File: src/design/vmm_pkg.sv
// Shared types and codes for the voltmeter min/max/average tracker.
package vmm_pkg;

    // Input beat opcodes (carried on s_tuser)
    localparam logic OP_SAMPLE = 1'b0;
    localparam logic OP_CLEAR  = 1'b1;

    // Configuration register indexes
    localparam int unsigned CFG_INDEX_W = 2;
    localparam logic [CFG_INDEX_W-1:0] CFG_DIFF_MODE    = 2'd0;
    localparam logic [CFG_INDEX_W-1:0] CFG_ALARM_ENABLE = 2'd1;
    localparam logic [CFG_INDEX_W-1:0] CFG_LOW_THRESH   = 2'd2;
    localparam logic [CFG_INDEX_W-1:0] CFG_HIGH_THRESH  = 2'd3;

    // Top-level sequencer states
    typedef enum logic [2:0] {
        ST_IDLE = 3'b001,
        ST_DIV  = 3'b010,
        ST_OUT  = 3'b100
    } vmm_state_t;

    // Divider status seen by the sequencer
    typedef struct packed {
        logic busy;
        logic done;
    } vmm_div_stat_t;

endpackage

File: src/design/voltmeter_min_max_average_alarm_top.sv
// Top level of the voltmeter min/max/average tracker with window alarm.
//
// Input channel (s_*): one beat carries two converter samples and an opcode.
// The opcode on s_tuser either adds the reading to the running statistics
// or clears them first and starts a new run with this reading.
// Output channel (m_*): one beat per input beat with the reading, minimum,
// maximum, truncated mean, alarm flag and saturating reading count.
// Configuration: cfg_we/cfg_index/cfg_data write the mode, alarm enable and
// the two alarm thresholds; write only while no beat is in flight.
// Timing: min, max, sum and count update in the accept cycle; the mean then
// comes from a restoring divider that produces one quotient bit per
// cycle over the 35-bit sum (SAMPLE_BITS+1+COUNT_WIDTH bits in general).
// s_tready is low from the accept of an item until its result beat.
// The result waits in an output register; while the receiver stalls the
// sequencer holds the finished mean and takes no new beat.
// Reset: differential mode on, alarm off, thresholds 307 and 920 counts,
// statistics cleared (min 1023, max -1023, sum and count zero).
module voltmeter_min_max_average_alarm_top #(
    parameter int unsigned COUNT_WIDTH = 24,
    parameter int unsigned SAMPLE_BITS = 10
) (
    input  logic                                   clk,
    input  logic                                   rst_n,
    // s_tdata: sample_a, sample_b (zero padded to bytes)
    input  logic                                   s_tvalid,
    output logic                                   s_tready,
    input  logic [((2*SAMPLE_BITS+7)/8)*8-1:0]     s_tdata,
    // s_tuser: opcode
    input  logic                                   s_tuser,
    // m_tdata: reading, minimum, maximum, average, alarm, sample_count
    output logic                                   m_tvalid,
    input  logic                                   m_tready,
    output logic [((4*SAMPLE_BITS+5+COUNT_WIDTH+7)/8)*8-1:0] m_tdata,
    input  logic                                   cfg_we,
    input  logic [vmm_pkg::CFG_INDEX_W-1:0]        cfg_index,
    input  logic [SAMPLE_BITS-1:0]                 cfg_data
);
    import vmm_pkg::*;

    localparam int unsigned RW       = SAMPLE_BITS + 1;
    localparam int unsigned SW       = RW + COUNT_WIDTH;
    localparam int unsigned OUT_W    = ((4*SAMPLE_BITS+5+COUNT_WIDTH+7)/8)*8;
    localparam int          SAMPLE_MAX = (1 << SAMPLE_BITS) - 1;
    localparam logic signed [RW-1:0] MIN_RST = RW'(SAMPLE_MAX);
    localparam logic signed [RW-1:0] MAX_RST = RW'(-SAMPLE_MAX);
    // 1.5 V and 4.5 V of a 5 V full scale
    localparam logic [SAMPLE_BITS-1:0] LOW_RST  = SAMPLE_BITS'((SAMPLE_MAX*3+5)/10);
    localparam logic [SAMPLE_BITS-1:0] HIGH_RST = SAMPLE_BITS'((SAMPLE_MAX*9)/10);

    vmm_state_t state_reg, state_next;

    logic                   diff_mode_reg;
    logic                   alarm_en_reg;
    logic [SAMPLE_BITS-1:0] low_thr_reg;
    logic [SAMPLE_BITS-1:0] high_thr_reg;

    logic signed [RW-1:0]   min_reg, min_next;
    logic signed [RW-1:0]   max_reg, max_next;
    logic signed [SW-1:0]   sum_reg, sum_next;
    logic [COUNT_WIDTH-1:0] cnt_reg, cnt_next;
    logic signed [RW-1:0]   reading_reg;
    logic                   alarm_reg;

    logic                   m_tvalid_reg;
    logic [OUT_W-1:0]       m_tdata_reg, m_tdata_next;

    logic                   s_beat;
    logic                   out_free;
    logic                   clear;
    logic signed [RW-1:0]   a_ext, b_ext, reading;
    logic [RW-1:0]          mag_full;
    logic [SAMPLE_BITS-1:0] mag;
    logic                   alarm;
    logic signed [RW-1:0]   base_min, base_max;
    logic signed [SW-1:0]   base_sum;
    logic [COUNT_WIDTH-1:0] base_cnt;
    logic                   cnt_sat;

    logic signed [RW-1:0]   avg;
    vmm_div_stat_t          div_stat;

    assign s_tready = (state_reg == ST_IDLE);
    assign s_beat   = s_tvalid && s_tready;
    assign out_free = !m_tvalid_reg || m_tready;
    assign m_tvalid = m_tvalid_reg;
    assign m_tdata  = m_tdata_reg;

    // Configuration registers
    always_ff @(posedge clk or negedge rst_n)
    begin
        if (!rst_n)
        begin
            diff_mode_reg <= 1'b1;
            alarm_en_reg  <= 1'b0;
            low_thr_reg   <= LOW_RST;
            high_thr_reg  <= HIGH_RST;
        end
        else if (cfg_we)
        begin
            unique case (cfg_index)
                CFG_DIFF_MODE:    diff_mode_reg <= cfg_data[0];
                CFG_ALARM_ENABLE: alarm_en_reg  <= cfg_data[0];
                CFG_LOW_THRESH:   low_thr_reg   <= cfg_data;
                CFG_HIGH_THRESH:  high_thr_reg  <= cfg_data;
                default:          ;
            endcase
        end
    end

    // Reading and window check
    always_comb
    begin
        a_ext    = $signed({1'b0, s_tdata[SAMPLE_BITS-1:0]});
        b_ext    = $signed({1'b0, s_tdata[2*SAMPLE_BITS-1:SAMPLE_BITS]});
        reading  = diff_mode_reg ? (a_ext - b_ext) : a_ext;
        mag_full = reading[RW-1] ? RW'(-reading) : RW'(reading);
        mag      = mag_full[SAMPLE_BITS-1:0];
        alarm    = alarm_en_reg && ((mag < low_thr_reg) || (mag > high_thr_reg));
    end

    // Statistics update, clear first when the opcode asks
    always_comb
    begin
        clear    = (s_tuser == OP_CLEAR);
        base_min = clear ? MIN_RST : min_reg;
        base_max = clear ? MAX_RST : max_reg;
        base_sum = clear ? '0 : sum_reg;
        base_cnt = clear ? '0 : cnt_reg;
        cnt_sat  = (base_cnt == {COUNT_WIDTH{1'b1}});
        cnt_next = cnt_sat ? base_cnt : base_cnt + COUNT_WIDTH'(1);
        sum_next = cnt_sat ? base_sum : base_sum + SW'(reading);
        min_next = (reading < base_min) ? reading : base_min;
        max_next = (reading > base_max) ? reading : base_max;
    end

    always_ff @(posedge clk or negedge rst_n)
    begin
        if (!rst_n)
        begin
            min_reg <= MIN_RST;
            max_reg <= MAX_RST;
            sum_reg <= '0;
            cnt_reg <= '0;
        end
        else if (s_beat)
        begin
            min_reg <= min_next;
            max_reg <= max_next;
            sum_reg <= sum_next;
            cnt_reg <= cnt_next;
        end
    end

    // Hold the reading and alarm for the result beat
    always_ff @(posedge clk)
    begin
        if (s_beat)
        begin
            reading_reg <= reading;
            alarm_reg   <= alarm;
        end
    end

    // Mean: iterative divider, started on the accept cycle
    vmm_div #(
        .DIVIDEND_W (SW),
        .DIVISOR_W  (COUNT_WIDTH),
        .QUOT_W     (RW)
    ) u_div (
        .clk      (clk),
        .rst_n    (rst_n),
        .start    (s_beat),
        .dividend (sum_next),
        .divisor  (cnt_next),
        .quotient (avg),
        .stat     (div_stat)
    );

    // Sequencer
    always_comb
    begin
        state_next = state_reg;
        unique case (state_reg)
            ST_IDLE: if (s_beat) state_next = ST_DIV;
            ST_DIV:  if (div_stat.done && !div_stat.busy) state_next = ST_OUT;
            ST_OUT:  if (out_free) state_next = ST_IDLE;
            default: state_next = ST_IDLE;
        endcase
    end

    always_ff @(posedge clk or negedge rst_n)
    begin
        if (!rst_n)
        begin
            state_reg <= ST_IDLE;
        end
        else
        begin
            state_reg <= state_next;
        end
    end

    // Output register: load when the slot is free, drop on a taken beat
    assign m_tdata_next = OUT_W'({cnt_reg, alarm_reg, avg, max_reg, min_reg, reading_reg});

    always_ff @(posedge clk or negedge rst_n)
    begin
        if (!rst_n)
        begin
            m_tvalid_reg <= 1'b0;
        end
        else if (state_reg == ST_OUT && out_free)
        begin
            m_tvalid_reg <= 1'b1;
        end
        else if (m_tready)
        begin
            m_tvalid_reg <= 1'b0;
        end
    end

    always_ff @(posedge clk)
    begin
        if (state_reg == ST_OUT && out_free)
        begin
            m_tdata_reg <= m_tdata_next;
        end
    end

endmodule

File: src/design/vmm_div.sv
// Iterative signed-by-unsigned restoring divider, one quotient bit per cycle.
module vmm_div #(
    parameter int unsigned DIVIDEND_W = 35,
    parameter int unsigned DIVISOR_W  = 24,
    parameter int unsigned QUOT_W     = 11
) (
    input  logic                          clk,
    input  logic                          rst_n,
    input  logic                          start,
    input  logic signed [DIVIDEND_W-1:0]  dividend,
    input  logic        [DIVISOR_W-1:0]   divisor,
    output logic signed [QUOT_W-1:0]      quotient,
    output vmm_pkg::vmm_div_stat_t        stat
);
    import vmm_pkg::*;

    localparam int unsigned STEP_W = $clog2(DIVIDEND_W + 1);

    logic [STEP_W-1:0]     step_reg;
    logic                  done_reg;
    logic                  neg_reg;
    logic [DIVIDEND_W-1:0] dq_reg;
    logic [DIVISOR_W-1:0]  rem_reg;
    logic [DIVISOR_W-1:0]  dvs_reg;

    logic [DIVIDEND_W-1:0] mag;
    logic [DIVISOR_W:0]    trial;
    logic                  ge;
    logic [DIVISOR_W:0]    diff;
    logic [QUOT_W-1:0]     q_mag;

    // Magnitude of the dividend; the quotient sign is applied at the end
    assign mag = dividend[DIVIDEND_W-1] ? DIVIDEND_W'(-dividend) : DIVIDEND_W'(dividend);

    // Shift in the next dividend bit and try a subtract
    assign trial = {rem_reg, dq_reg[DIVIDEND_W-1]};
    assign ge    = trial >= {1'b0, dvs_reg};
    assign diff  = trial - {1'b0, dvs_reg};

    // Control: step counter and done pulse
    always_ff @(posedge clk or negedge rst_n)
    begin
        if (!rst_n)
        begin
            step_reg <= '0;
            done_reg <= 1'b0;
        end
        else
        begin
            done_reg <= (step_reg == STEP_W'(1));
            if (start)
            begin
                step_reg <= STEP_W'(DIVIDEND_W);
            end
            else if (step_reg != '0)
            begin
                step_reg <= step_reg - STEP_W'(1);
            end
        end
    end

    // Datapath: remainder and dividend/quotient shift register
    always_ff @(posedge clk)
    begin
        if (start)
        begin
            rem_reg <= '0;
            dq_reg  <= mag;
            neg_reg <= dividend[DIVIDEND_W-1];
            dvs_reg <= divisor;
        end
        else if (step_reg != '0)
        begin
            rem_reg <= ge ? diff[DIVISOR_W-1:0] : trial[DIVISOR_W-1:0];
            dq_reg  <= {dq_reg[DIVIDEND_W-2:0], ge};
        end
    end

    // Truncate toward zero: negate the magnitude quotient when needed
    assign q_mag    = dq_reg[QUOT_W-1:0];
    assign quotient = neg_reg ? $signed(-q_mag) : $signed(q_mag);

    assign stat.busy = (step_reg != '0);
    assign stat.done = done_reg;

endmodule

File: config.mk
export PLATFORM = sky130hd
export DESIGN_NAME = voltmeter_min_max_average_alarm_top
export DESIGN_NICKNAME = d
export VERILOG_FILES = /design/src/design/vmm_pkg.sv /design/src/design/voltmeter_min_max_average_alarm_top.sv /design/src/design/vmm_div.sv
export SDC_FILE = /design/constraint.sdc
export NUM_CORES = 1
export LEC_CHECK = 0
export BUFFER_PORTS_ARGS = -buffer_cell sky130_fd_sc_hd__buf_4
export CORE_MARGIN = 5
export CORE_UTILIZATION = 59
export CTS_BUF_LIST = sky130_fd_sc_hd__clkbuf_16
export DETAILED_ROUTE_END_ITERATION = 8
export PLACE_DENSITY = 0.79
export SYNTH_ARGS = -nofsm -noshare
export SYNTH_HDL_FRONTEND = slang
export SYNTH_SLANG_ARGS = --single-unit
File: constraint.sdc
create_clock -name clk -period 8.8 [get_ports clk]
set_clock_uncertainty 0.15 [all_clocks]
set_input_delay 1.76 -clock clk [delete_from_list [all_inputs] [get_ports clk]]
set_output_delay 1.76 -clock clk [all_outputs]
set_load 0.01 [all_outputs]
# Word-level counts from Yosys, hierarchy flattened
# Cells that the tools add are included.
dict set report word_totals {
  reg_bits 279
  input_bits 42
}
dict set report op_classes {
  eq_ne 11
  magnitude_cmp 5
  n_reduce_logical 17
  n_mux 23
  add_sub_neg 8
}
# op n
set op_table {}
lappend op_table {{35-bit two-way mux} 5}
lappend op_table {{24-bit two-way mux} 3}
lappend op_table {{11-bit two-way mux} 6}
lappend op_table {{35-bit by 11-bit adder with 35-bit output} 1}
lappend op_table {{35-bit negation} 1}
lappend op_table {{25-bit by 24-bit greater-or-equal comparator with 1-bit output} 1}
lappend op_table {{24-bit by 1-bit adder with 24-bit output, second input constant} 1}
lappend op_table {{24-bit == test, second input constant} 1}
lappend op_table {{24-bit subtractor} 1}
lappend op_table {{6-bit two-way mux} 2}
lappend op_table {{11-bit greater-than comparator} 1}
lappend op_table {{11-bit < comparator} 1}
lappend op_table {{11-bit negation} 1}
lappend op_table {{10-bit by 10-bit subtractor with 11-bit output} 1}
lappend op_table {{10-bit greater-than comparator} 1}
lappend op_table {{10-bit < comparator} 1}
lappend op_table {{10-bit two-way mux} 1}
lappend op_table {{10-bit negation} 1}
lappend op_table {{3-bit two-way mux} 3}
lappend op_table {{3-bit case mux with 3 select lines} 1}
lappend op_table {{2-bit AND reduction} 4}
lappend op_table {{6-bit by 1-bit == test with 1-bit output, second input constant} 1}
lappend op_table {{6-bit nonzero test} 1}
lappend op_table {{6-bit by 1-bit subtractor with 6-bit output, second input constant} 1}
lappend op_table {{14 further kinds} 23}

# Longest topological paths before layout
dict set report depth {
  depth_word 7
  mapped_depth 28
}

# Cells and area by module
# From an unflattened synthesis, not the netlist that was laid out.
dict set report unflattened {
  hier_cells 1774
  hier_area_um2 17526.8
}
# mod cells_each area_per_inst_um2 n_inst seq_area_each_um2
set by_module_without_submodules {}
lappend by_module_without_submodules {voltmeter_min_max_average_alarm_top 1144 11666.2 1 5139.9}
lappend by_module_without_submodules {vmm_div 630 5860.6 1 2457.4}

# Worst setup path after synthesis
# No wires, ideal clock.
dict set report synth_timing {
  path_type {input port to flip-flop}
  from {input s_tdata[0]}
  to {register u_div.dq_reg[31] (data pin)}
  path_slack_ns 1.021
  t_required_ns 8.481
  arrival_ns 7.460
  stages 24
  path_cell_list {inv_1 ha_1 fa_1 nor2b_1 o21ai_0 a21boi_0 o21ai_0 a211o_1 o211ai_2 inv_1 ha_1 clkbuf_1 nand2_1 a2111oi_0 a21bo_2 a21oi_1 o21a_1 o31ai_1 or3_1 nor4_1 nand4b_1 or4b_1 and3_1 o31ai_1}
}
dict set report synth_between {
  elab_chain_len 7
}
# item line_no
set synth_rtl {}
lappend synth_rtl {{from (decl)} voltmeter_min_max_average_alarm_top.sv:27} ;# input logic [((2*SAMPLE_BITS+7)/8)*8-1:0] s_tdata,
lappend synth_rtl {{10-bit by 10-bit subtractor with 11-bit output *} voltmeter_min_max_average_alarm_top.sv:115} ;# reading = diff_mode_reg ? (a_ext - b_ext) : a_ext;
lappend synth_rtl {{11-bit two-way mux *} voltmeter_min_max_average_alarm_top.sv:115}
lappend synth_rtl {{named net reading[10]} voltmeter_min_max_average_alarm_top.sv:70} ;# logic signed [RW-1:0] a_ext, b_ext, reading;
lappend synth_rtl {{35-bit by 11-bit adder with 35-bit output *} voltmeter_min_max_average_alarm_top.sv:131} ;# sum_next = cnt_sat ? base_sum : base_sum + SW'(reading);
lappend synth_rtl {{35-bit two-way mux *} voltmeter_min_max_average_alarm_top.sv:131}
lappend synth_rtl {{35-bit negation} vmm_div.sv:33} ;# assign mag = dividend[DIVIDEND_W-1] ? DIVIDEND_W'(-dividend) : DIVIDEND_W'(dividend);
lappend synth_rtl {{35-bit two-way mux *} vmm_div.sv:33}
lappend synth_rtl {{35-bit two-way mux *} vmm_div.sv:65} ;# if (start)
lappend synth_rtl {{to (signal assigned)} vmm_div.sv:68} ;# dq_reg <= mag;
lappend synth_rtl {{to (signal assigned)} vmm_div.sv:75} ;# dq_reg <= {dq_reg[DIVIDEND_W-2:0], ge};
lappend synth_rtl {{to (decl)} vmm_div.sv:22} ;# logic [DIVIDEND_W-1:0] dq_reg;
# Mark *: on every way through the listed nets, which the timed path passes. The rest lies on a longest branch.
# A chain may end at the register's enable or synchronous reset.

# Worst setup path after layout
# Same ends and word-level chain as after synthesis.

==> results.json <==
{
  "fin_tns_setup_ps": 0,
  "status": "completed",
  "power_density_nw_per_um2": 317,
  "drt-initial-drc-count": 1112,
  "cts_tree": "done",
  "netlist-cell-type-count": 87,
  "hold_class": "reg -> reg",
  "async_flop_share_pct": 40.9,
  "postRouteAntennaNets": 0,
  "portBuffers": 108,
  "endpoint_kind": "register",
  "rsz0062_at_grt": "no",
  "leakage_nw": 8.49,
  "final_cells": 2391,
  "worst_pin_slew_ps": 1060,
  "avgSynthCellArea_um2": 9.28,
  "dpl.cell_count": 2333,
  "syn-instance-count": 1887,
  "routabilityCongestion": 0.941,
  "final_cell_mix": "nand2_1 (267), o21ai_0 (149), edfxtp_1 (141)",
  "grt_pass1_vias": 14000,
  "cts_buffers": 31,
  "clk_pin_slew_ps": 70,
  "die_x_um": 182,
  "grt_remaining_overflow": 0,
  "crit_path_start": "s_tdata[0]",
  "finalCriticalPeriod_ps": 7890,
  "critPathLaunchType": "input port",
  "multiInputGateArea_um2": 9190,
  "initial_core_util_pct": 59.4,
  "fillCellCount": 2269,
  "slew_headroom_pct": 28.9,
  "grt_usage_pct": 24.9,
  "syn_area_um2": 17500,
  "syn2layout_area_growth_pct": 13.4,
  "cts.sinks": 279,
  "largest_register_ffs": 69,
  "ff_latch_area_um2": 7600,
  "fp-row-count": 63,
  "synth_edf_count": 141,
  "antenna_cells": 0,
  "cts_max_level": 1,
  "critical_path_class": "in -> reg",
  "grt_pass1_wl_um": 68800,
  "via_per_inst": 5.97,
  "clockBufferDepth": 3,
  "r2r-start": "diff_mode_reg$_DFFE_PN1P_",
  "antenna_found_initial": 0,
  "wire_per_inst_um": 17.7,
  "grt_max_degree": 102,
  "drc_errors": 0,
  "dpl.hpwl_um": 30200,
  "fin_crit_sh_pct": 89.7,
  "ys.flop_type": "edfxtp_1",
  "root_buffer": "clkbuf_16",
  "die_h_um": 182,
  "cts-hold-fix-buffers": 0,
  "layout_commonest_cell": "nand2_1",
  "yosysWarnings": 0,
  "ys_seq_area_share_pct": 43.4,
  "cts-resized-gates": 0,
  "max_freq_mhz": 127,
  "drt_wl_total_um": 42300,
  "cts_setup_buffers": 0,
  "clk_latency_ps": 580,
  "worstHoldStart": "alarm_reg$_DFFE_PP_",
  "vdd_drop_max_v": 0.000200,
  "critPathArrivalTime_ps": 8120,
  "setup_violations": 0,
  "layout.nets": 2135,
  "ys_ff_latch": 279,
  "crit_fanout": 16,
  "final_layout_size_suffix_gt1_share_pct": 13.7,
  "firstDrtPassIters": 5,
  "core_area_um2": 29500,
  "crit_required_ps": 9030,
  "vias": 14300,
  "maxCapViolCount": 0,
  "ios": 116,
  "die-area_um2": 33200,
  "slew_violations": 0,
  "finalHoldViolations": 0
}
cells by family after synthesis:
| logic type | after synthesis | share of synthesized area, % |
|---|---|---|
| other cells | 1 | 0.0214 |
| buf+inv | 192 | 4.24 |
| simple gates | 661 | 18.1 |
| xor+xnor | 112 | 5.60 |
| mux | 46 | 2.84 |
| fa+ha+maj | 117 | 8.49 |
| compound gates | 479 | 17.3 |
| flops | 279 | 43.4 |
metrics by stage:
| stage | total power (W) | worst slack [ps] | utilization (%) | hold WS, ps | cell area [um^2] |
|---|---|---|---|---|---|
| 2_1_floorplan | 0.00418 | 1020 | - | 250 | 17500 |
| 3_3_place_gp | 0.00470 | 660 | 63.4 | 251 | 18700 |
| 3_5_place_dp | 0.00483 | 434 | 63.4 | 258 | 18700 |
| 4_1_cts | 0.00630 | 1000 | 67.3 | 269 | 19800 |
| 5_1_grt | 0.00676 | 394 | 67.3 | 278 | 19800 |
| 6_report | 0.00630 | 906 | 67.3 | 263 | 19800 |
worst max-delay path: stages:
cell and delay, ps:
buf_4 80, inv_1 40, ha_1 220, fa_1 400
nor2b_1 170, o21ai_0 110, a21boi_0 270, o21ai_0 160
a211o_1 320, o211ai_2 200, inv_1 340, ha_1 580
o21ai_0 150, a21oi_1 230, o21ai_0 120, a31oi_1 450
o22ai_1 310, and4_1 290, nor3_1 410, inv_1 130
nand4bb_1 330, or4b_1 610, and3_1 210, o31ai_1 220
final timing paths:
path                                               end  slack, ps  cells past startpoint
max                         u_div.dq_reg[31]$_DFFE_PP_        910                     24
min                              m_tdata[44]$_DFFE_PP_        260                      0
max reg2reg                 u_div.dq_reg[31]$_DFFE_PP_       2660                     16
min reg2reg                      m_tdata[44]$_DFFE_PP_        260                      0
max in group asynchronous      sum_reg[12]$_DFFE_PN0P_       6100                      2
min in group asynchronous  high_thr_reg[0]$_DFFE_PN0P_       1160                      1
routing by layer:
layer  vias up  GRT usage (%)  part of all wire, %
met4         0           9.64                  3.7
met2       418           43.6                   49
met3       108           3.19                  5.5
met1      6841           31.6                   42
li1       6899              -                    -
met5         -              0                    0
Yosys cell counts (5+ instances only):
cell,count,area share [%]
a2bb2oi_1,9,0.45
nor4_1,10,0.36
dfrtp_1,90,13
or2_2,11,0.39
nand2_1,268,5.7
a21o_1,23,0.99
and2_1,10,0.36
a21oi_1,111,3.2
edfxtp_1,141,24
o21bai_1,5,0.21
a31oi_1,16,0.57
nor3_1,40,1.1
nand2b_1,17,0.61
nand4_1,20,0.71
o21ai_0,149,4.3
ha_1,114,8.1
o2111ai_1,7,0.35
o211ai_1,16,0.69
xnor2_1,68,3.4
clkbuf_1,62,1.3
a21boi_0,8,0.34
or3_1,13,0.46
xor2_1,44,2.2
mux2i_1,17,0.97
o31ai_1,22,0.94
o21ai_1,6,0.17
nand3_1,29,0.83
nor2b_1,62,2.2
mux2_2,29,1.9
dfxtp_1,24,2.7
nor2_1,124,2.7
nand3b_1,7,0.30
dfstp_2,24,3.6
nor3b_1,6,0.26
o21a_1,36,1.5
inv_1,110,2.4
a211o_1,6,0.30
buf_1,13,0.28
a211oi_1,26,1.1
and4_1,7,0.35
and3_1,17,0.61
final cells by class:
cell class	instances	area share (%)
Tap cell	390	2.46
Clock buffer	31	3.91
Inverter	111	2.11
Clock inverter	27	1.85
Sequential cell	279	38.3
Multi-Input combinational cell	1418	46.3
Timing Repair Buffer	135	5.11
report_power, final:
| group | internal, W | total (W) | switching, W | leakage, nW |
|---|---|---|---|---|
| clock | 0.000885 | 0.00144 | 0.000560 | 0.554 |
| combinational | 0.00115 | 0.00279 | 0.00164 | 5.00 |
| sequential | 0.00184 | 0.00206 | 0.000223 | 2.94 |
Note: power is estimated with default switching activity, not from simulation.
